===== config.mk =====
export PLATFORM = sky130hd
export DESIGN_NAME = cpu_alu_with_flags_flat
export DESIGN_NICKNAME = d
export VERILOG_FILES = /design/src/rtl/calu_pkg.sv /design/src/rtl/calu_req_if.sv /design/src/rtl/calu_rsp_if.sv /design/src/rtl/calu_core.sv /design/src/rtl/cpu_alu_with_flags.sv /design/src/flat_wrapper.sv
export VERILOG_INCLUDE_DIRS = /design/src /design/src/rtl
export SDC_FILE = /design/constraint.sdc
export NUM_CORES = 1
export LEC_CHECK = 0
export ABC_AREA = 1
export ABC_CLOCK_PERIOD_IN_PS = 4300
export BUFFER_PORTS_ARGS = -buffer_cell sky130_fd_sc_hd__clkbuf_2
export CAP_MARGIN = 20
export CORE_MARGIN = 8
export CORE_UTILIZATION = 56
export DETAILED_ROUTE_END_ITERATION = 8
export PLACE_DENSITY = 0.77
export SKIP_LAST_GASP = 1
export SLEW_MARGIN = 15
export SYNTH_ARGS = -nofsm -noshare
export SYNTH_HDL_FRONTEND = slang
export SYNTH_SLANG_ARGS = --single-unit

===== constraint.sdc =====
create_clock -name clk -period 4.3 [get_ports clk]
set_input_delay 1.075 -clock clk [delete_from_list [all_inputs] [get_ports clk]]
set_output_delay 1.075 -clock clk [all_outputs]
set_load 0.01 [all_outputs]

===== src/rtl/assert_macros.svh =====
// ---------------------------------------------------------------------------
// assert_macros.svh
// Concurrent assertion helpers, compiled out for synthesis.
// ---------------------------------------------------------------------------
`ifndef ASSERT_MACROS_SVH
`define ASSERT_MACROS_SVH

`ifndef SYNTHESIS

// Checked at every edge, reset included.
`define ASSERT_ALWAYS(lbl, clk, prop, msg) \
    lbl: assert property (@(posedge clk) (prop)) else $error(msg);

// Checked only while out of reset.
`define ASSERT_RUN(lbl, clk, rst_n, prop, msg) \
    lbl: assert property (@(posedge clk) disable iff (!rst_n) (prop)) else $error(msg);

`else

`define ASSERT_ALWAYS(lbl, clk, prop, msg)
`define ASSERT_RUN(lbl, clk, rst_n, prop, msg)

`endif

`endif


===== src/rtl/calu_pkg.sv =====
// ---------------------------------------------------------------------------
// calu_pkg
// Shared types, command codes and constants of the 8-bit flag ALU.
// ---------------------------------------------------------------------------
`default_nettype none

package calu_pkg;

    typedef enum logic [4:0] {
        CMD_ADD    = 5'd0,
        CMD_ADC    = 5'd1,
        CMD_SUB    = 5'd2,
        CMD_SBC    = 5'd3,
        CMD_AND    = 5'd4,
        CMD_OR     = 5'd5,
        CMD_XOR    = 5'd6,
        CMD_CP     = 5'd7,
        CMD_INC    = 5'd8,
        CMD_DEC    = 5'd9,
        CMD_ADD16  = 5'd10,
        CMD_ADDSP  = 5'd11,
        CMD_LDHLSP = 5'd12,
        CMD_RLC    = 5'd13,
        CMD_RRC    = 5'd14,
        CMD_RL     = 5'd15,
        CMD_RR     = 5'd16,
        CMD_SLA    = 5'd17,
        CMD_SRA    = 5'd18,
        CMD_SWAP   = 5'd19,
        CMD_SRL    = 5'd20,
        CMD_BIT    = 5'd21,
        CMD_RLCA   = 5'd22,
        CMD_RRCA   = 5'd23,
        CMD_RLA    = 5'd24,
        CMD_RRA    = 5'd25,
        CMD_DAA    = 5'd26,
        CMD_LOAD   = 5'd27
    } cmd_e;

    typedef enum logic [2:0] {
        SH_RLC  = 3'd0,
        SH_RRC  = 3'd1,
        SH_RL   = 3'd2,
        SH_RR   = 3'd3,
        SH_SLA  = 3'd4,
        SH_SRA  = 3'd5,
        SH_SWAP = 3'd6,
        SH_SRL  = 3'd7
    } shift_kind_e;

    // decimal adjust limits and corrections
    localparam logic [3:0] DAA_LOW_LIMIT  = 4'h9;
    localparam logic [8:0] DAA_HIGH_LIMIT = 9'h09F;
    localparam logic [8:0] DAA_LOW_ADJ    = 9'h006;
    localparam logic [8:0] DAA_HIGH_ADJ   = 9'h060;

    typedef struct packed {
        logic [4:0]  cmd;
        logic [7:0]  operand;
        logic [2:0]  bit_index;
        logic [15:0] word_operand;
        logic [15:0] word_addend;
        logic [7:0]  offset;
        logic [3:0]  flags_in;
    } item_t;

    // architectural state: accumulator and Z, N, H, C
    typedef struct packed {
        logic [7:0] acc;
        logic       z;
        logic       n;
        logic       h;
        logic       c;
    } state_t;

endpackage

`default_nettype wire


===== src/rtl/calu_req_if.sv =====
// ---------------------------------------------------------------------------
// calu_req_if
// Request channel of the flag ALU: valid/ready plus one command.
// ---------------------------------------------------------------------------
`default_nettype none

interface calu_req_if;
    logic              valid;
    logic              ready;
    logic [4:0]        cmd;
    logic [7:0]        operand;
    logic [2:0]        bit_index;
    logic [15:0]       word_operand;
    logic [15:0]       word_addend;
    logic signed [7:0] offset;
    logic [3:0]        flags_in;

    modport source (
        output valid, cmd, operand, bit_index, word_operand, word_addend, offset, flags_in,
        input  ready
    );

    modport sink (
        input  valid, cmd, operand, bit_index, word_operand, word_addend, offset, flags_in,
        output ready
    );
endinterface

`default_nettype wire


===== src/rtl/calu_rsp_if.sv =====
// ---------------------------------------------------------------------------
// calu_rsp_if
// Response channel of the flag ALU: valid/ready plus result and flags.
// ---------------------------------------------------------------------------
`default_nettype none

interface calu_rsp_if;
    logic        valid;
    logic        ready;
    logic [15:0] result;
    logic [7:0]  accumulator;
    logic        zero_flag;
    logic        subtract_flag;
    logic        half_carry_flag;
    logic        carry_flag;

    modport source (
        output valid, result, accumulator, zero_flag, subtract_flag,
               half_carry_flag, carry_flag,
        input  ready
    );

    modport sink (
        input  valid, result, accumulator, zero_flag, subtract_flag,
               half_carry_flag, carry_flag,
        output ready
    );
endinterface

`default_nettype wire


===== src/rtl/calu_core.sv =====
// ---------------------------------------------------------------------------
// calu_core
// Combinational datapath: one command against the current state.
// ---------------------------------------------------------------------------
`default_nettype none

module calu_core (
    input  calu_pkg::item_t  item,
    input  calu_pkg::state_t state,
    output logic [15:0]      result,
    output calu_pkg::state_t state_next
);

    // returns {carry_out, byte}
    function automatic logic [8:0] shift8(
        input logic [2:0] kind,
        input logic [7:0] v,
        input logic       cf
    );
        logic [8:0] r;
        case (kind)
            calu_pkg::SH_RLC:  r = {v[7], v[6:0], v[7]};
            calu_pkg::SH_RRC:  r = {v[0], v[0], v[7:1]};
            calu_pkg::SH_RL:   r = {v[7], v[6:0], cf};
            calu_pkg::SH_RR:   r = {v[0], cf, v[7:1]};
            calu_pkg::SH_SLA:  r = {v[7], v[6:0], 1'b0};
            calu_pkg::SH_SRA:  r = {v[0], v[7], v[7:1]};
            calu_pkg::SH_SWAP: r = {1'b0, v[3:0], v[7:4]};
            default:           r = {v[0], 1'b0, v[7:1]};
        endcase
        return r;
    endfunction

    logic [7:0]  a;
    logic [7:0]  v;
    logic        cin;
    logic [8:0]  sum9;
    logic [4:0]  sum5;
    logic [8:0]  dif9;
    logic [4:0]  dif5;
    logic [16:0] wsum17;
    logic [12:0] wsum13;
    logic [15:0] off_ext;
    logic [8:0]  sp9;
    logic [4:0]  sp5;
    logic [7:0]  inc8;
    logic [7:0]  dec8;
    logic [8:0]  sh_v;
    logic [8:0]  sh_a;
    logic [8:0]  daa_t;

    assign a   = state.acc;
    assign v   = item.operand;
    assign cin = ((item.cmd == calu_pkg::CMD_ADC) || (item.cmd == calu_pkg::CMD_SBC))
                 ? state.c : 1'b0;

    assign sum9 = {1'b0, a} + {1'b0, v} + {8'd0, cin};
    assign sum5 = {1'b0, a[3:0]} + {1'b0, v[3:0]} + {4'd0, cin};
    assign dif9 = {1'b0, a} - {1'b0, v} - {8'd0, cin};        // bit 8 = borrow
    assign dif5 = {1'b0, a[3:0]} - {1'b0, v[3:0]} - {4'd0, cin};

    assign wsum17  = {1'b0, item.word_operand} + {1'b0, item.word_addend};
    assign wsum13  = {1'b0, item.word_operand[11:0]} + {1'b0, item.word_addend[11:0]};
    assign off_ext = {{8{item.offset[7]}}, item.offset};
    // SP flags come from unsigned carries of the low byte
    assign sp9     = {1'b0, item.word_operand[7:0]} + {1'b0, item.offset};
    assign sp5     = {1'b0, item.word_operand[3:0]} + {1'b0, item.offset[3:0]};

    assign inc8 = v + 8'd1;
    assign dec8 = v - 8'd1;

    assign sh_v = shift8(3'(item.cmd - calu_pkg::CMD_RLC), v, state.c);
    assign sh_a = shift8(3'(item.cmd - calu_pkg::CMD_RLCA), a, state.c);

    always_comb
    begin
        daa_t = {1'b0, a};
        if (!state.n)
        begin
            if (state.h || (a[3:0] > calu_pkg::DAA_LOW_LIMIT))
                daa_t = daa_t + calu_pkg::DAA_LOW_ADJ;
            if (state.c || (daa_t > calu_pkg::DAA_HIGH_LIMIT))
                daa_t = daa_t + calu_pkg::DAA_HIGH_ADJ;
        end
        else
        begin
            if (state.h)
                daa_t = daa_t - calu_pkg::DAA_LOW_ADJ;
            if (state.c)
                daa_t = daa_t - calu_pkg::DAA_HIGH_ADJ;
        end
    end

    always_comb
    begin
        state_next = state;
        result     = {8'd0, a};
        case (item.cmd)
            calu_pkg::CMD_ADD, calu_pkg::CMD_ADC:
            begin
                state_next.acc = sum9[7:0];
                state_next.z   = (sum9[7:0] == 8'd0);
                state_next.n   = 1'b0;
                state_next.h   = sum5[4];
                state_next.c   = sum9[8];
                result         = {8'd0, sum9[7:0]};
            end
            calu_pkg::CMD_SUB, calu_pkg::CMD_SBC, calu_pkg::CMD_CP:
            begin
                if (item.cmd != calu_pkg::CMD_CP)
                    state_next.acc = dif9[7:0];
                state_next.z = (dif9[7:0] == 8'd0);
                state_next.n = 1'b1;
                state_next.h = dif5[4];
                state_next.c = dif9[8];
                result       = (item.cmd != calu_pkg::CMD_CP) ? {8'd0, dif9[7:0]} : {8'd0, a};
            end
            calu_pkg::CMD_AND:
            begin
                state_next.acc = a & v;
                state_next.z   = ((a & v) == 8'd0);
                state_next.n   = 1'b0;
                state_next.h   = 1'b1;
                state_next.c   = 1'b0;
                result         = {8'd0, a & v};
            end
            calu_pkg::CMD_OR:
            begin
                state_next.acc = a | v;
                state_next.z   = ((a | v) == 8'd0);
                state_next.n   = 1'b0;
                state_next.h   = 1'b0;
                state_next.c   = 1'b0;
                result         = {8'd0, a | v};
            end
            calu_pkg::CMD_XOR:
            begin
                state_next.acc = a ^ v;
                state_next.z   = ((a ^ v) == 8'd0);
                state_next.n   = 1'b0;
                state_next.h   = 1'b0;
                state_next.c   = 1'b0;
                result         = {8'd0, a ^ v};
            end
            calu_pkg::CMD_INC:
            begin
                state_next.z = (inc8 == 8'd0);
                state_next.n = 1'b0;
                state_next.h = (v[3:0] == 4'hF);
                result       = {8'd0, inc8};
            end
            calu_pkg::CMD_DEC:
            begin
                state_next.z = (dec8 == 8'd0);
                state_next.n = 1'b1;
                state_next.h = (v[3:0] == 4'h0);
                result       = {8'd0, dec8};
            end
            calu_pkg::CMD_ADD16:
            begin
                state_next.n = 1'b0;
                state_next.h = wsum13[12];
                state_next.c = wsum17[16];
                result       = wsum17[15:0];
            end
            calu_pkg::CMD_ADDSP, calu_pkg::CMD_LDHLSP:
            begin
                state_next.z = 1'b0;
                state_next.n = 1'b0;
                state_next.h = sp5[4];
                state_next.c = sp9[8];
                result       = item.word_operand + off_ext;
            end
            calu_pkg::CMD_RLC, calu_pkg::CMD_RRC, calu_pkg::CMD_RL, calu_pkg::CMD_RR,
            calu_pkg::CMD_SLA, calu_pkg::CMD_SRA, calu_pkg::CMD_SWAP, calu_pkg::CMD_SRL:
            begin
                state_next.z = (sh_v[7:0] == 8'd0);
                state_next.n = 1'b0;
                state_next.h = 1'b0;
                state_next.c = sh_v[8];
                result       = {8'd0, sh_v[7:0]};
            end
            calu_pkg::CMD_BIT:
            begin
                state_next.z = !v[item.bit_index];
                state_next.n = 1'b0;
                state_next.h = 1'b1;
                result       = 16'd0;
            end
            calu_pkg::CMD_RLCA, calu_pkg::CMD_RRCA, calu_pkg::CMD_RLA, calu_pkg::CMD_RRA:
            begin
                state_next.acc = sh_a[7:0];
                state_next.z   = 1'b0;
                state_next.n   = 1'b0;
                state_next.h   = 1'b0;
                state_next.c   = sh_a[8];
                result         = {8'd0, sh_a[7:0]};
            end
            calu_pkg::CMD_DAA:
            begin
                state_next.acc = daa_t[7:0];
                state_next.z   = (daa_t[7:0] == 8'd0);
                state_next.h   = 1'b0;
                state_next.c   = state.c | (!state.n & daa_t[8]);
                result         = {8'd0, daa_t[7:0]};
            end
            calu_pkg::CMD_LOAD:
            begin
                state_next.acc = v;
                state_next.z   = item.flags_in[3];
                state_next.n   = item.flags_in[2];
                state_next.h   = item.flags_in[1];
                state_next.c   = item.flags_in[0];
                result         = {8'd0, v};
            end
            default:
            begin
                state_next = state;
                result     = {8'd0, a};
            end
        endcase
    end

endmodule

`default_nettype wire


===== src/rtl/cpu_alu_with_flags.sv =====
// ---------------------------------------------------------------------------
// cpu_alu_with_flags
// 8-bit ALU with accumulator and Z/N/H/C flags, one command per request.
// ---------------------------------------------------------------------------
//
//   channel | dir | payload
//   --------+-----+-----------------------------------------------------------
//   req     | in  | cmd, operand, bit_index, word_operand, word_addend,
//           |     | offset, flags_in
//   rsp     | out | result, accumulator, zero_flag, subtract_flag,
//           |     | half_carry_flag, carry_flag
//
// Throughput: one request per clock while rsp is ready. Each request waits in
// the input stage register, where calu_core evaluates it against the current
// accumulator and flags; the response register and the state registers load
// together when the request advances, so the following request already sees
// the new state. The response is registered behind the input stage.
// Reset (rst_n, async, low) clears the accumulator, the flags and both valid
// bits. A stalled rsp holds the response and the input stage; req.ready
// drops only when both the stage and the response register are full.
// ---------------------------------------------------------------------------
`default_nettype none

`include "assert_macros.svh"

module cpu_alu_with_flags (
    input  logic              clk,
    input  logic              rst_n,
    calu_req_if.sink          req,
    calu_rsp_if.source        rsp
);

    // input stage
    logic             stage_valid_reg;
    calu_pkg::item_t  stage_reg;

    // response register
    logic             rsp_valid_reg;
    logic [15:0]      result_reg;

    // architectural state
    calu_pkg::state_t state_reg;
    calu_pkg::state_t state_next;
    logic [15:0]      result_next;

    logic             advance;

    // stage moves into the response register when that slot is free or draining
    assign advance   = stage_valid_reg && (!rsp_valid_reg || rsp.ready);
    assign req.ready = !stage_valid_reg || advance;

    always_ff @(posedge clk or negedge rst_n)
    begin
        if (!rst_n)
            stage_valid_reg <= 1'b0;
        else if (req.ready)
            stage_valid_reg <= req.valid;
    end

    always_ff @(posedge clk)
    begin
        if (req.valid && req.ready)
        begin
            stage_reg.cmd          <= req.cmd;
            stage_reg.operand      <= req.operand;
            stage_reg.bit_index    <= req.bit_index;
            stage_reg.word_operand <= req.word_operand;
            stage_reg.word_addend  <= req.word_addend;
            stage_reg.offset       <= req.offset;
            stage_reg.flags_in     <= req.flags_in;
        end
    end

    calu_core u_core (
        .item       (stage_reg),
        .state      (state_reg),
        .result     (result_next),
        .state_next (state_next)
    );

    // state commits together with the response it belongs to
    always_ff @(posedge clk or negedge rst_n)
    begin
        if (!rst_n)
        begin
            state_reg     <= '0;
            rsp_valid_reg <= 1'b0;
        end
        else if (advance)
        begin
            state_reg     <= state_next;
            rsp_valid_reg <= 1'b1;
        end
        else if (rsp.ready)
        begin
            rsp_valid_reg <= 1'b0;
        end
    end

    always_ff @(posedge clk)
    begin
        if (advance)
            result_reg <= result_next;
    end

    // accumulator and flags shown are the committed state
    assign rsp.valid           = rsp_valid_reg;
    assign rsp.result          = result_reg;
    assign rsp.accumulator     = state_reg.acc;
    assign rsp.zero_flag       = state_reg.z;
    assign rsp.subtract_flag   = state_reg.n;
    assign rsp.half_carry_flag = state_reg.h;
    assign rsp.carry_flag      = state_reg.c;

    // ---------------------------------------------------------------------
    // assertions
    // ---------------------------------------------------------------------
    `ASSERT_ALWAYS(a_ready_only_when_full, clk, !req.ready |-> (stage_valid_reg && rsp_valid_reg && !rsp.ready), "req stalled without a full pipe")
    `ASSERT_RUN(a_stage_held, clk, rst_n, (stage_valid_reg && !advance) |=> (stage_valid_reg && $stable(stage_reg)), "pending request lost or changed")
    `ASSERT_RUN(a_state_only_on_advance, clk, rst_n, !advance |=> $stable(state_reg), "state changed without a response")
    `ASSERT_RUN(a_advance_gives_rsp, clk, rst_n, advance |=> rsp_valid_reg, "committed request produced no response")

endmodule

`default_nettype wire

===== src/flat_wrapper.sv =====
// flat-port wrapper written by rule: the top's interface ports become plain ports
module cpu_alu_with_flags_flat 
  (clk, rst_n, req_valid, req_cmd, req_operand, req_bit_index, req_word_operand, req_word_addend, req_offset, req_flags_in, req_ready, rsp_valid, rsp_result, rsp_accumulator, rsp_zero_flag, rsp_subtract_flag, rsp_half_carry_flag, rsp_carry_flag, rsp_ready);
  calu_req_if req_i ();
  calu_rsp_if rsp_i ();
  input  logic clk;
  input  logic rst_n;
  input wire logic [$bits(req_i.valid)-1:0] req_valid;
  input wire logic [$bits(req_i.cmd)-1:0] req_cmd;
  input wire logic [$bits(req_i.operand)-1:0] req_operand;
  input wire logic [$bits(req_i.bit_index)-1:0] req_bit_index;
  input wire logic [$bits(req_i.word_operand)-1:0] req_word_operand;
  input wire logic [$bits(req_i.word_addend)-1:0] req_word_addend;
  input wire logic [$bits(req_i.offset)-1:0] req_offset;
  input wire logic [$bits(req_i.flags_in)-1:0] req_flags_in;
  output wire logic [$bits(req_i.ready)-1:0] req_ready;
  output wire logic [$bits(rsp_i.valid)-1:0] rsp_valid;
  output wire logic [$bits(rsp_i.result)-1:0] rsp_result;
  output wire logic [$bits(rsp_i.accumulator)-1:0] rsp_accumulator;
  output wire logic [$bits(rsp_i.zero_flag)-1:0] rsp_zero_flag;
  output wire logic [$bits(rsp_i.subtract_flag)-1:0] rsp_subtract_flag;
  output wire logic [$bits(rsp_i.half_carry_flag)-1:0] rsp_half_carry_flag;
  output wire logic [$bits(rsp_i.carry_flag)-1:0] rsp_carry_flag;
  input wire logic [$bits(rsp_i.ready)-1:0] rsp_ready;
  assign req_i.valid = req_valid;
  assign req_i.cmd = req_cmd;
  assign req_i.operand = req_operand;
  assign req_i.bit_index = req_bit_index;
  assign req_i.word_operand = req_word_operand;
  assign req_i.word_addend = req_word_addend;
  assign req_i.offset = req_offset;
  assign req_i.flags_in = req_flags_in;
  assign req_ready = req_i.ready;
  assign rsp_valid = rsp_i.valid;
  assign rsp_result = rsp_i.result;
  assign rsp_accumulator = rsp_i.accumulator;
  assign rsp_zero_flag = rsp_i.zero_flag;
  assign rsp_subtract_flag = rsp_i.subtract_flag;
  assign rsp_half_carry_flag = rsp_i.half_carry_flag;
  assign rsp_carry_flag = rsp_i.carry_flag;
  assign rsp_i.ready = rsp_ready;
  cpu_alu_with_flags u_core (.clk(clk), .rst_n(rst_n), .req(req_i), .rsp(rsp_i));
endmodule

Word level (Yosys, flattened, before mapping)
Cells that the tools add are included.
{"block": "word_totals", "inputBits": 64, "output_inout_bits": 30, "ff_bits": 90, "word_cells": 154}
{"block": "op_classes", "eq_ne": 42, "magnitude_cmp": 3, "add_sub_neg": 21, "mux": 22, "reduce_logical": 46, "bitwise": 5}
{"operator": "$pmux W16 S14", "count": 1}
{"operator": "$pmux W9 S7", "count": 2}
{"operator": "$logic_not A8 Y1", "count": 9}
{"operator": "$pmux W8 S8", "count": 1}
{"operator": "$mux W9", "count": 7}
{"operator": "$eq A5 B5 Y1 const B", "count": 12}
{"operator": "$eq A5 B4 Y1 const B", "count": 8}
{"operator": "$reduce_or A22 Y1", "count": 1}
{"operator": "$eq A5 B3 Y1 const B", "count": 4}
{"operator": "$add A8 B8 Y9", "count": 2}
{"operator": "$eq A3 B3 Y1 const B", "count": 6}
{"operator": "$pmux W1 S9", "count": 2}
{"operator": "$reduce_bool A9 Y1", "count": 2}
{"operator": "$add A16 B16 Y17", "count": 1}
{"operator": "$add A16 B16 Y16", "count": 1}
{"operator": "$mux W8", "count": 2}
{"operator": "$reduce_or A15 Y1", "count": 1}
{"operator": "$add A12 B12 Y13", "count": 1}
{"operator": "$eq A3 B2 Y1 const B", "count": 4}
{"operator": "$pmux W1 S12", "count": 1}
{"operator": "$reduce_bool A12 Y1", "count": 1}
{"operator": "$add A4 B4 Y5", "count": 2}
{"operator": "$eq A5 B2 Y1 const B", "count": 2}
{"operator": "$add A8 B3 Y9 const B", "count": 1}
{"operator": "other kinds (44)", "count": 65}

Logic depth before layout (Yosys ltp)
Gate-level depths: netlist (run 1).
{"block": "depth", "word_depth": 11, "ltp_mapped": 20}

By module
Synthesis (run 1) repeated with hierarchy kept, for this count alone.
{"block": "unflattened", "hier_cells": 1069, "area_unflattened_um2": 8234.1}
{"mod": "calu_core", "area_per_inst_um2": 5385.2, "seq_area_each_um2": 0.0, "cells_per_inst": 931, "n_inst": 1}
{"mod": "cpu_alu_with_flags", "area_per_inst_um2": 2849.0, "seq_area_each_um2": 2632.5, "cells_per_inst": 138, "n_inst": 1}

Worst setup path before layout (run 1)
OpenSTA, ideal clock, no wires.
{"block": "synth_timing", "kind": "register to register", "startpoint": "register u_core.state_reg (netlist bit u_core.rsp.carry_flag)", "endpoint": "register u_core.result_reg[4] (netlist: u_core.rsp.result[4]) (data pin)", "setup_slack_ps": 1194, "required_ps": 4041, "arrival_ps": 2846, "path_stages_with_launch": 15, "n_path_buf": 1, "cell_sequence": "dfrtp_1 -> clkbuf_1 -> inv_1 -> nor4_1 -> inv_1 -> fa_1 -> fa_1 -> o21ai_0 -> nand2_1 -> xor2_1 -> nor2_1 -> o22ai_1 -> nand2_1 -> nor2_1 -> a21oi_1"}
{"block": "synth_between", "elab_chain_len": 4, "elab_cells_between_ends": 9, "classes_between": "add/sub: 2; mux: 6; reduce/logical: 1"}
{"item": "start, declared", "line_no": "cpu_alu_with_flags.sv:42", "text": "calu_pkg::state_t state_reg;"}
{"item": "start signal, assigned", "line_no": "cpu_alu_with_flags.sv:91", "text": "state_reg <= state_next;"}
{"item": "$mux W1 or $logic_or A1 B1 Y1 (tied branches)", "line_no": "calu_core.sv:55, calu_core.sv:82"}
{"item": "$sub A9 B1 Y9 or $mux W9 (tied branches)", "line_no": "calu_core.sv:59, calu_core.sv:82"}
{"item": "$mux W8 or $mux W9 (tied branches)", "line_no": "calu_core.sv:116, calu_core.sv:78"}
{"item": "$pmux W16 S14 (*)", "line_no": "calu_core.sv:98", "text": "case (item.cmd)"}
{"item": "via u_core.result_next[4]", "line_no": "cpu_alu_with_flags.sv:44", "text": "logic [15:0] result_next;"}
{"item": "end signal, assigned", "line_no": "cpu_alu_with_flags.sv:103", "text": "result_reg <= result_next;"}
{"item": "end, declared", "line_no": "cpu_alu_with_flags.sv:39", "text": "logic [15:0] result_reg;"}
Mark *: on every way through the listed nets, which the timed path passes. The rest lies on a longest branch.
A chain may end at the register's enable or synchronous reset.

Worst setup path after layout (run 1)
Ends and elaborated chain as after synthesis.

==> metrics.md, run 1 <==
| Metric | Value |
|---|---|
| Status | `finished clean` |
| Detail Route Antenna Nets | `0` |
| CP Launch Type | `register` |
| Die span in x | `140 microns` |
| Routed WL | `32300 microns` |
| Post-CTS Setup Bufs | `0` |
| Switch share | `0.509` |
| CP max FO | `10` |
| Post-CTS Hold Fix Bufs | `0` |
| Congestion Overflow GR | `0` |
| DR pass1 iterations | `6` |
| Initial antenna violation count | `0` |
| Initial core utilization | `0.567` |
| Pint | `2.44 mW` |
| IO Port Bufs | `93` |
| Yosys warning total | `0` |
| Largest net degree at the start of global routing | `43` |
| Nets | `1427` |
| Rows | `45` |
| Flip-flop count of the largest register after layout | `60` |
| Clock share of power | `0.162` |
| Setup CP Type | `reg2reg` |
| DR iter-0 viols | `1056` |
| First-pass GRT wire length | `49700 microns` |
| Worst Path Arrival | `3590 ps` |
| Post-synthesis cell type count | `53` |
| Final worst path period share | `0.808` |
| Clock root buffer | `clkbuf_16` |
| Area leader, netlist | `edfxtp_1` |
| Core area | `15100 sq um` |
| Max Slew Vio Count | `0` |
| Die area | `19500 sq um` |
| Combinational family with the most area after synthesis | `simple AND/OR/NAND/NOR gates` |
| Fillers | `1390` |
| N_diodes | `0` |
| Top cells by area, synth | `edfxtp_1 (27%), nand2_1 (12%), ha_1 (11%)` |
| Post-route minimum period | `3480 ps` |
| Post-synthesis sequential area ratio | `0.308` |
| Max VDD drop | `0.000237 V` |
| Least-Margin Pin Slew | `726 ps` |
| Hold Path Class | `reg2reg` |
| Vias in the first global route | `8860` |
| Worst slew margin | `0.512` |
| H-Tree Depth | `3` |
| Achievable frequency | `288 MHz` |
| Simple logic cell fraction of the synthesized area | `0.306` |
| Worst Skew | `12.0 ps` |
| Hold Vio Cnt, Final | `0` |
| Vias | `9199` |
| Post-synth ARST share | `0.156` |
| Drt wl/cell | `21.9 microns` |
| Pre-CTS WS | `965 ps` |
| Worst-path clk slew | `80 ps` |
| Dpl hpwl | `25700 microns` |
| Post-synth EDFFs | `76` |
| CTS tree | `done` |
| Pwr dens | `517 nW/um^2` |
| Fin util | `0.635` |
| RSZ-0062 raised after global routing | `false` |
| Most used DFF post-synth | `edfxtp_1` |
| Max clock buf depth | `2` |
| Synth Register Bits | `90` |
| Clock buffer count from CTS | `9` |
| CP Capture Type | `register` |
| Number of max-cap violations | `0` |
| CTS resizes | `0` |
| Xor and xnor area share after synthesis | `0.0287` |
| Mean Syn Cell Area | `7.26 sq um` |
| Sequential fraction of design power | `0.265` |
| Setup_tns | `0 ps` |
| Height of the die | `140 microns` |
| Share of cells above drive strength 1 | `0.148` |
| Num ports | `94` |
| Post-synthesis instance area | `8550 sq um` |
| Synthesized-area fraction occupied by adder cells | `0.122` |
| Drt drc | `0` |
| Vias per cell | `6.23` |
| NetSw | `2.52 mW` |
| Post-synth top area share | `0.267` |
| Leakage | `4.64 nW` |
| Worst EP required | `4420 ps` |
| Area added between synthesis and finish | `12.1%` |
| Gate power share | `0.573` |
| Clock Latency Late Sink | `370 ps` |
| CTS sink count | `90` |
| Post-synthesis mux area share | `0` |
| # setup viols final | `0` |
| RePlAce Congestion | `1.05` |
| Post-route setup slack | `825 ps` |
| Post-Syn Instances | `1178` |
| Complex-gate fraction of the synthesized area | `0.159` |
| Total power | `4.96 mW` |
| Total GRT Usage | `0.329` |
| Syn Nets | `1322` |
[synthesized netlist by cell type, types with 3 or more instances]
master and n:
clkinv_1 5, o2111ai_1 7, o31ai_1 3, dfrtp_1 14, a31oi_1 7, nand3_1 81
a22oi_1 7, ha_1 74, nor2_4 7, o221ai_1 8, edfxtp_1 76, xor2_1 24
inv_1 124, nor2_1 115, nor3_1 22, o21ai_1 4, a21o_1 5, buf_2 8
nand3b_1 3, nand2_2 11, o211ai_1 5, fa_1 6, nand2_4 3, o22ai_1 20
o21ai_0 77, a21oi_1 81, clkbuf_1 4, xnor2_1 4, inv_2 18, nor4_1 5
nand2_1 280, or2_2 12, nand4_1 29
[power by group through the flow]
stage | Clock, mW | Combinational, mW | Sequential [mW]
floorplan | 0 | 1.84 | 1.28
finish | 0.804 | 2.84 | 1.31
detailed placement | 0 | 2.75 | 1.33
CTS | 0.804 | 2.76 | 1.31
global route | 0.836 | 3.10 | 1.33
global placement | 0 | 2.74 | 1.32
[critical path, cell delays in order, from the launching register on]
cell       delay (ps)
dfrtp_1           580
inv_1             200
nor4_1            260
buf_4             180
fa_1              210
inv_1              70
fa_1              430
o31ai_1           530
xor2_1            320
o2111ai_1         220
nor2_1            150
a21oi_1            70
[metal layers]
layer | share of wire | up-vias | global-route usage
met4 | 0.045 | 0 | 0.165
met5 | 0 | - | 0
met2 | 0.47 | 599 | 0.547
met1 | 0.39 | 4221 | 0.402
met3 | 0.096 | 127 | 0.0626
li1 | - | 4252 | -
[layout by cell type (no fill, tap or decap), types with 4 or more instances in the layout]
cell type / count
nand2_1: 280
inv_1: 123
nor2_1: 115
clkbuf_2: 93
a21oi_1: 81
nand3_1: 81
o21ai_0: 77
edfxtp_1: 76
ha_1: 74
nand4_1: 29
xor2_1: 24
nor3_1: 22
o22ai_1: 20
inv_2: 19
buf_4: 17
dfrtp_1: 14
or2_2: 12
nand2_2: 11
clkbuf_16: 9
o221ai_1: 8
a31oi_1: 7
nor2_4: 7
o2111ai_1: 7
a22oi_1: 7
fa_1: 6
clkinv_1: 5
a21o_1: 5
nor4_1: 5
o211ai_1: 5
xnor2_1: 4
o21ai_1: 4
[layout make-up]
type,count,area [sq um],share of cell area
tap,188,235,0.0245
sequential,90,2630,0.275
timing repair buffer,110,593,0.0619
inverter,149,564,0.0589
clock buffer,9,225,0.0235
clock inverter,7,70.1,0.00731
multi-input combinational,923,5270,0.549
[final timing paths]
kind                                       start                        end  slack (ps)  cells after the start
max in group asynchronous                  rst_n   u_core.rsp.subtract_flag        3390                      1
setup / recovery           u_core.rsp.carry_flag       u_core.rsp.result[4]         820                     11
hold reg to reg             u_core.rsp.zero_flag       u_core.rsp.zero_flag         510                      2
setup reg to reg           u_core.rsp.carry_flag       u_core.rsp.result[4]         820                     11
min in group asynchronous                  rst_n  u_core.rsp.accumulator[2]         610                      1
hold / removal              u_core.rsp.zero_flag       u_core.rsp.zero_flag         510                      2
[logic make-up after synthesis]
kind of cell	Yosys count
AO/OA/AOI/OAI	236
XOR/XNOR	28
buffers and inverters	165
adder cells (fa/ha/maj)	80
AND/OR/NAND/NOR	579
flip-flops	90
[per-stage QoR]
step	area (sq um)	cells	hold WS (ps)
final	9590	1476	507
after global routing	9590	1476	524
after CTS	9590	1476	501
after detailed placement	9290	1460	481
after global placement	9290	1460	476
after floorplan	8550	1178	479
(Power assumes the default switching activity.)
==> run 2: changes to the inputs <==
--- a/config.mk
+++ b/config.mk
@@ -6,8 +6,8 @@
 export SDC_FILE = /design/constraint.sdc
 export NUM_CORES = 1
 export LEC_CHECK = 0
-export ABC_AREA = 1
-export ABC_CLOCK_PERIOD_IN_PS = 4300
+export ABC_AREA = 0
+export ABC_CLOCK_PERIOD_IN_PS = 3270
 export BUFFER_PORTS_ARGS = -buffer_cell sky130_fd_sc_hd__clkbuf_2
 export CAP_MARGIN = 20
 export CORE_MARGIN = 8
==> constraint.sdc (replaced) <==
create_clock -name clk -period 3.27 [get_ports clk]
set_input_delay 0.8175 -clock clk [delete_from_list [all_inputs] [get_ports clk]]
set_output_delay 0.8175 -clock clk [all_outputs]
set_load 0.01 [all_outputs]
==> run 2 against run 1 <==
Compared with the run above:
- clock power grew 28%
- final cell count fell by 16%
- area after synthesis fell by 4.9%
- die area is 4.4% lower
- worst setup slack worse by 790 ps
- critical path type unchanged
- clock-buffer cell count is the same
- utilization grew 5.1 points
- largest power group unchanged
==> metrics.md, run 2 <==
| Metric | Value |
|---|---|
| Status | `finished clean (unchanged)` |
| Drt drc | `0 (unchanged)` |
| Area leader, netlist | `edfxtp_1 (unchanged)` |
| CP Launch Type | `register (unchanged)` |
| Most used DFF post-synth | `edfxtp_1 (unchanged)` |
| Vias per cell | `6.72 (was 6.23)` |
| Fin util | `0.686 (was 0.635)` |
| Largest net degree at the start of global routing | `61 (was 43)` |
| IO Port Bufs | `93 (unchanged)` |
| Clock buffer count from CTS | `9 (unchanged)` |
| H-Tree Depth | `3 (unchanged)` |
| Setup CP Type | `reg2reg (unchanged)` |
| Synth top cells by count | `edfxtp_1 (76), ha_1 (74), nand2_1 (74), nor2_1 (69), o21ai_0 (62) (was nand2_1 (280), inv_1 (124), nor2_1 (115), a21oi_1 (81), nand3_1 (81))` |
| Critical path buffers and inverters | `2 (was 3)` |
| RSZ-0062 raised after global routing | `true (was false)` |
| Most common cell after layout, fill and taps aside | `buf_4 (was nand2_1)` |
| Core area | `14400 sq um (was 15100 sq um)` |
| Post-synthesis sequential area ratio | `0.324 (was 0.308)` |
| Syn Nets | `1039 (was 1322)` |
| Post-synth top area share | `0.281 (was 0.267)` |
| Complex-gate fraction of the synthesized area | `0.249 (was 0.159)` |
| Dpl hpwl | `23700 microns (was 25700 microns)` |
| Top cells by area, synth | `edfxtp_1 (28%), ha_1 (11%), dfrtp_1 (4.3%) (was edfxtp_1 (27%), nand2_1 (12%), ha_1 (11%))` |
| Worst Skew | `7.15 ps (was 12.0 ps)` |
| Flip-flop count of the largest register after layout | `60 (unchanged)` |
| CP top delay family | `compound AO/OA/AOI/OAI gates (unchanged)` |
| Least-Margin Pin Slew | `726 ps (about the same)` |
| Hold Vio Cnt, Final | `0 (unchanged)` |
| Hold Path Class | `in2async (was reg2reg)` |
| Worst EP required | `3370 ps (was 4420 ps)` |
| Layout Cells excl Fill | `1245 (was 1476)` |
| Vias | `8369 (was 9199)` |
| Worst Path Arrival | `3340 ps (was 3590 ps)` |
| Worst slew margin | `0.514 (was 0.512)` |
| Max clock buf depth | `2 (unchanged)` |
| Slowest CP cell | `fa_2 (was dfrtp_1)` |
| Total GRT Usage | `0.326 (was 0.329)` |
| Cell breakdown of the critical path | `nor3_4 > nand3_2 > inv_2 > fa_2 > inv_2 > ha_4 > o21ai_4 > a311oi_2 > a21o_1 > a21oi_2 > xnor2_2 > a21o_1 > a2111oi_2 > a21oi_1 (was inv_1 > nor4_1 > buf_4 > fa_1 > inv_1 > fa_1 > o31ai_1 > xor2_1 > o2111ai_1 > nor2_1 > a21oi_1)` |
| Post-synthesis cell type count | `80 (was 53)` |
| Routed WL | `30300 microns (was 32300 microns)` |
| Post-route minimum period | `3240 ps (was 3480 ps)` |
| Nets | `1200 (was 1427)` |
| Simple logic cell fraction of the synthesized area | `0.177 (was 0.306)` |
| CP max FO | `3 (was 10)` |
| Vias in the first global route | `7954 (was 8860)` |
| Placed cell count | `1225 (was 1460)` |
| Setup_tns | `0 ps (unchanged)` |
| Rows | `44 (was 45)` |
| Achievable frequency | `309 MHz (was 288 MHz)` |
| Max VDD drop | `0.000390 V (was 0.000237 V)` |
| Multi-input logic area | `5280 sq um (was 5270 sq um)` |
| Reg2Reg Depth | `14 (was 11)` |
| Leakage | `4.15 nW (was 4.64 nW)` |
| Register area | `2630 sq um (about the same)` |
| Clock Latency Late Sink | `360 ps (was 370 ps)` |
| CTS tree | `done (unchanged)` |
| Congestion Overflow GR | `0 (unchanged)` |
| Most common cell in the netlist | `edfxtp_1 (was nand2_1)` |
| Commonest cells after routing, fill and taps aside | `buf_4 (96), clkbuf_2 (93), edfxtp_1 (76) (was nand2_1 (280), inv_1 (123), nor2_1 (115))` |
| Initial core utilization | `0.566 (was 0.567)` |
| Area added between synthesis and finish | `21.2% (was 12.1%)` |
| Final worst path period share | `0.990 (was 0.808)` |
| Share of cells above drive strength 1 | `0.235 (was 0.148)` |
| DR iter-0 viols | `1039 (was 1056)` |
| Final instance area | `9860 sq um (was 9590 sq um)` |
| Die span in x | `137 microns (was 140 microns)` |
| Launch point of the worst path | `u_core.stage_reg[57] (was u_core.rsp.carry_flag)` |
| Critical Path Sink | `u_core.rsp.result[7] (was u_core.rsp.result[4])` |
| Pwr dens | `683 nW/um^2 (was 517 nW/um^2)` |
| RePlAce Congestion | `1.03 (was 1.05)` |
| Drt wl/cell | `24.3 microns (was 21.9 microns)` |
| Worst r2r src | `u_core.stage_reg[57] (was u_core.rsp.carry_flag)` |
| Yosys warning total | `0 (unchanged)` |
| Initial antenna violation count | `0 (unchanged)` |
| Total power | `6.73 mW (was 4.96 mW)` |
| Post-Syn Instances | `895 (was 1178)` |
| Post-synth ARST share | `0.156 (unchanged)` |
| Post-synth EDFFs | `76 (unchanged)` |
| Number of max-cap violations | `0 (unchanged)` |
| R2r endpoint | `u_core.rsp.result[7] (was u_core.rsp.result[4])` |
| Die area | `18600 sq um (was 19500 sq um)` |
| Reg2reg setup slack | `30 ps (was 820 ps)` |
| Worst-path clk slew | `70 ps (was 80 ps)` |
| Post-synthesis instance area | `8130 sq um (was 8550 sq um)` |
| Fillers | `1176 (was 1390)` |
| Clock root buffer | `clkbuf_16 (unchanged)` |
| Xor and xnor area share after synthesis | `0.0535 (was 0.0287)` |
| # setup viols final | `0 (unchanged)` |
| Synth Register Bits | `90 (unchanged)` |
| Dpl cell area | `9480 sq um (was 9290 sq um)` |
| Max Slew Vio Count | `0 (unchanged)` |
| Combinational family with the most area after synthesis | `compound AO/OA/AOI/OAI gates (was simple AND/OR/NAND/NOR gates)` |
| CTS sink count | `90 (unchanged)` |
| Mean Syn Cell Area | `9.09 sq um (was 7.26 sq um)` |
| Post-synthesis mux area share | `0.0291 (was 0)` |
| N_diodes | `0 (unchanged)` |
| CP Capture Type | `register (unchanged)` |
| Height of the die | `137 microns (was 140 microns)` |
| Num ports | `94 (unchanged)` |
| Detail Route Antenna Nets | `0 (unchanged)` |
| CP max stage delay | `460 ps (was 580 ps)` |
| DR pass1 iterations | `6 (unchanged)` |
| Crit path depth | `14 (was 11)` |
| First-pass GRT wire length | `45800 microns (was 49700 microns)` |
| Synthesized-area fraction occupied by adder cells | `0.129 (was 0.122)` |
[run 2: changes by cell type in the layout (fill, tap and decap cells not counted), sizes merged, moves of 17 or more]
| cell | before | now |
|---|---|---|
| mux2i | 0 | 18 |
| buf | 17 | 101 |
| nand2b | 0 | 17 |
| nor2 | 124 | 69 |
| nand4 | 30 | 12 |
| o21ai | 81 | 63 |
| a21oi | 83 | 45 |
| nand2 | 296 | 74 |
| nand3 | 83 | 24 |
| xnor2 | 4 | 28 |
| inv | 147 | 41 |
[run 2: stage by stage]
stage / worst slack, ps / hold slack, ps
floorplan: -117 / 479
global placement: 128 / 511
detailed placement: 42.6 / 517
CTS: 29.3 / 384
global route: -110 / 395
finish: 32.7 / 384
[run 2: how the worst min path moves through the flow]
stage,startpoint,endpoint,slack [ps]
finish,rst_n,u_core.rsp.accumulator[0],380
global route,rst_n,u_core.rsp.accumulator[5],390
CTS,rst_n,u_core.rsp.accumulator[5],380
detailed placement,u_core.stage_valid_reg,u_core.rsp.valid,520
global placement,u_core.stage_valid_reg,u_core.rsp.valid,510
floorplan,u_core.stage_valid_reg,u_core.rsp.valid,480
[run 2: layer usage]
layer | global-route usage | vias to the layer above | share of wire
met4 | 0.126 | 0 | 0.041
met3 | 0.0727 | 91 | 0.11
met2 | 0.507 | 518 | 0.45
met5 | 0 | - | 0
li1 | - | 3754 | -
met1 | 0.433 | 4006 | 0.40
[run 2: logic make-up after synthesis]
group / after synthesis
DFF: 90
AOI/OAI and AO/OA: 291
xor gates and xnor gates: 48
muxes: 21
adders and majority gates: 80
buffers and inverters: 81
and+or+nand+nor: 284
[run 2: area by class of cell]
type,count,area share
tap,184,0.0234
sequential,90,0.267
multi-input combinational,724,0.536
timing repair buffer,194,0.130
inverter,37,0.0145
clock inverter,7,0.00609
clock buffer,9,0.0228
[run 2: repair_timing]
| item | CTS | global route |
|---|---|---|
| buffers inserted | 0 | 4 |
| resized for setup | 0 | 16 |
| endpoints found under the setup margin | 0 | 11 |
| hold buffers | 0 | 0 |
[run 2: worst register-to-register path: cells and delay by family, from the launching register on]
kind	cells	cell delay, ps
compound gates	7	1220
buf+inv	2	170
xor+xnor	1	160
fa+ha+maj	2	590
flops	1	450
simple gates	2	390
[run 2: where the power goes]
| group | leakage, nW | switching, mW | internal, mW |
|---|---|---|---|
| logic | 3.11 | 2.45 | 1.71 |
| registers | 0.898 | 0.134 | 1.41 |
| clock network | 0.138 | 0.494 | 0.532 |
==> run 3: changes to the inputs <==
--- a/config.mk
+++ b/config.mk
@@ -14,6 +14,7 @@
 export CORE_UTILIZATION = 56
 export DETAILED_ROUTE_END_ITERATION = 8
 export PLACE_DENSITY = 0.77
+export REMOVE_ABC_BUFFERS = 1
 export SKIP_LAST_GASP = 1
 export SLEW_MARGIN = 15
 export SYNTH_ARGS = -nofsm -noshare
==> run 3 against run 2 <==
Compared with the run above:
- power up 0.99%
- sequential cell count did not move
- die area did not move
- sequential share of layout area about the same
- sequential power about the same
- fmax down 0.45%
- combinational power rose by 4%
- via count decreased by 1.5%
- critical endpoint is now u_core.rsp.result[6]
==> metrics.md, run 3 (synthesis results as in run 2) <==
| Metric | Value |
|---|---|
| Initial antenna violation count | `0 (unchanged)` |
| Routed WL | `29600 microns (was 30300 microns)` |
| H-Tree Depth | `3 (unchanged)` |
| Number of max-cap violations | `0 (unchanged)` |
| Clock Latency Late Sink | `350 ps (was 360 ps)` |
| Worst r2r src | `u_core.stage_reg[57] (unchanged)` |
| Congestion Overflow GR | `0 (unchanged)` |
| Flip-flop count of the largest register after layout | `60 (unchanged)` |
| Largest net degree at the start of global routing | `43 (was 61)` |
| Clock root buffer | `clkbuf_16 (unchanged)` |
| Vias per cell | `6.60 (was 6.72)` |
| Switch share | `0.447 (was 0.457)` |
| Pwr dens | `690 nW/um^2 (was 683 nW/um^2)` |
| Area added between synthesis and finish | `21.1% (was 21.2%)` |
| Achievable frequency | `308 MHz (was 309 MHz)` |
| CP Launch Type | `register (unchanged)` |
| Initial core utilization | `0.566 (unchanged)` |
| CP max FO | `3 (unchanged)` |
| Hold Vio Cnt, Final | `0 (unchanged)` |
| Clock share of power | `0.141 (was 0.152)` |
| Num ports | `94 (unchanged)` |
| DR pass1 iterations | `7 (was 6)` |
| Total power | `6.80 mW (was 6.73 mW)` |
| Status | `finished clean (unchanged)` |
| CP Capture Type | `register (unchanged)` |
| Max clock buf depth | `2 (unchanged)` |
| Reg2Reg Depth | `13 (was 14)` |
| Post-CTS Hold Fix Bufs | `0 (unchanged)` |
| Dpl hpwl | `23300 microns (was 23700 microns)` |
| CTS sink count | `90 (unchanged)` |
| R2r endpoint | `u_core.rsp.result[6] (was u_core.rsp.result[7])` |
| Vias in the first global route | `7924 (was 7954)` |
| Worst-path clk slew | `60 ps (was 70 ps)` |
| Total GRT Usage | `0.320 (was 0.326)` |
| Layout Cells excl Fill | `1249 (was 1245)` |
| Setup CP Type | `reg2reg (unchanged)` |
| NetSw | `3.04 mW (was 3.08 mW)` |
| Height of the die | `137 microns (unchanged)` |
| Clock buffer count from CTS | `9 (unchanged)` |
| Worst Path Arrival | `3330 ps (was 3340 ps)` |
| Die span in x | `137 microns (unchanged)` |
| Fillers | `1210 (was 1176)` |
| CTS tree | `done (unchanged)` |
| Max VDD drop | `0.000412 V (was 0.000390 V)` |
| Reg2reg setup slack | `20 ps (was 30 ps)` |
| Sequential fraction of design power | `0.225 (was 0.229)` |
| Detail Route Antenna Nets | `0 (unchanged)` |
| IO Port Bufs | `93 (unchanged)` |
| Pre-CTS WS | `-206 ps (was 42.6 ps)` |
| Post-route minimum period | `3250 ps (was 3240 ps)` |
| N_diodes | `0 (unchanged)` |
| Max Slew Vio Count | `0 (unchanged)` |
| Least-Margin Pin Slew | `671 ps (was 726 ps)` |
| Post-route setup slack | `18.0 ps (was 32.7 ps)` |
| Hold Path Class | `in2async (unchanged)` |
| Commonest cells after routing, fill and taps aside | `buf_4 (103), clkbuf_2 (93), edfxtp_1 (76) (was buf_4 (96), clkbuf_2 (93), edfxtp_1 (76))` |
| Placed cell count | `1228 (was 1225)` |
| Gate power share | `0.634 (was 0.618)` |
| RSZ-0062 raised after global routing | `true (unchanged)` |
| Worst EP required | `3350 ps (was 3370 ps)` |
| Final worst path period share | `0.994 (was 0.990)` |
| Drt wl/cell | `23.7 microns (was 24.3 microns)` |
| Worst slew margin | `0.553 (was 0.514)` |
| # setup viols final | `0 (unchanged)` |
| Die area | `18600 sq um (unchanged)` |
| Pint | `3.76 mW (was 3.65 mW)` |
| Most common cell after layout, fill and taps aside | `buf_4 (unchanged)` |
| Drt drc | `0 (unchanged)` |
| Leakage | `4.16 nW (was 4.15 nW)` |
| Nets | `1204 (was 1200)` |
| Core area | `14400 sq um (unchanged)` |
| First-pass GRT wire length | `45100 microns (was 45800 microns)` |
| DR iter-0 viols | `897 (was 1039)` |
| Vias | `8243 (was 8369)` |
| Share of cells above drive strength 1 | `0.240 (was 0.235)` |
| Worst Skew | `9.15 ps (was 7.15 ps)` |
| Rows | `44 (unchanged)` |
| RePlAce Congestion | `1.05 (was 1.03)` |
[run 3: changes by cell type in the layout (fill, tap and decap cells not counted), sizes merged]
cell and change:
buf +4, clkinv +3, inv -3
[run 3: worst max-delay path, stage by stage (launching register included)]
cell and delay (ps):
edfxtp_1 410, nor3_2 240, nand3_2 140, fa_2 390, buf_4 150, fa_2 340, o21a_1 220, nor2_4 150
a21oi_1 110, xor2_1 170, a21oi_1 180, o22ai_1 120, nor3_2 260, a22oi_2 70
[run 3: stage by stage]
stage	util	hold WS, ps	cell area [sq um]	setup TNS (ps)
floorplan	-	479	7950	-1180
global placement	0.655	514	9410	-190
detailed placement	0.655	524	9410	-610
CTS	0.676	409	9710	0
global route	0.686	431	9850	-372
finish	0.686	412	9850	0
[run 3: power by group through the flow]
| stage | logic (mW) | registers (mW) | clock network (mW) |
|---|---|---|---|
| global placement | 3.99 | 1.54 | 0 |
| global route | 4.60 | 1.54 | 1.01 |
| floorplan | 2.16 | 1.72 | 0 |
| CTS | 4.05 | 1.53 | 0.963 |
| finish | 4.31 | 1.53 | 0.955 |
| detailed placement | 3.98 | 1.55 | 0 |
[run 3: area by class of cell]
| type | instances | area (sq um) | area share |
|---|---|---|---|
| Clock buffer | 9 | 225 | 0.0229 |
| Inverter | 37 | 141 | 0.0143 |
| Tap cell | 184 | 230 | 0.0234 |
| Sequential cell | 90 | 2630 | 0.267 |
| Multi-Input combinational cell | 724 | 5310 | 0.539 |
| Clock inverter | 7 | 42.5 | 0.00432 |
| Timing Repair Buffer | 198 | 1270 | 0.129 |
[run 3: how the worst max path moves through the flow]
stage                                end  slack (ps)            startpoint
floorplan           u_core.rsp.result[7]        -380  u_core.stage_reg[57]
global placement    u_core.rsp.result[7]        -180  u_core.stage_reg[57]
detailed placement  u_core.rsp.result[7]        -210  u_core.stage_reg[57]
CTS                 u_core.rsp.result[7]           9  u_core.stage_reg[57]
global route        u_core.rsp.result[6]        -100  u_core.stage_reg[57]
finish              u_core.rsp.result[6]          20  u_core.stage_reg[57]
[run 3: what timing repair did]
action	CTS	global route
endpoints found under the setup margin	8	12
pin swaps	1	17
buffers inserted	1	4
gates cloned	0	0
gates resized for setup	7	28
[run 3: metal layers]
layer	global-route usage	routed length (microns)	vias up
met5	0	0	-
met4	0.146	1240	0
met3	0.0756	3110	84
met2	0.484	13100	507
met1	0.426	12200	3881
li1	-	-	3771
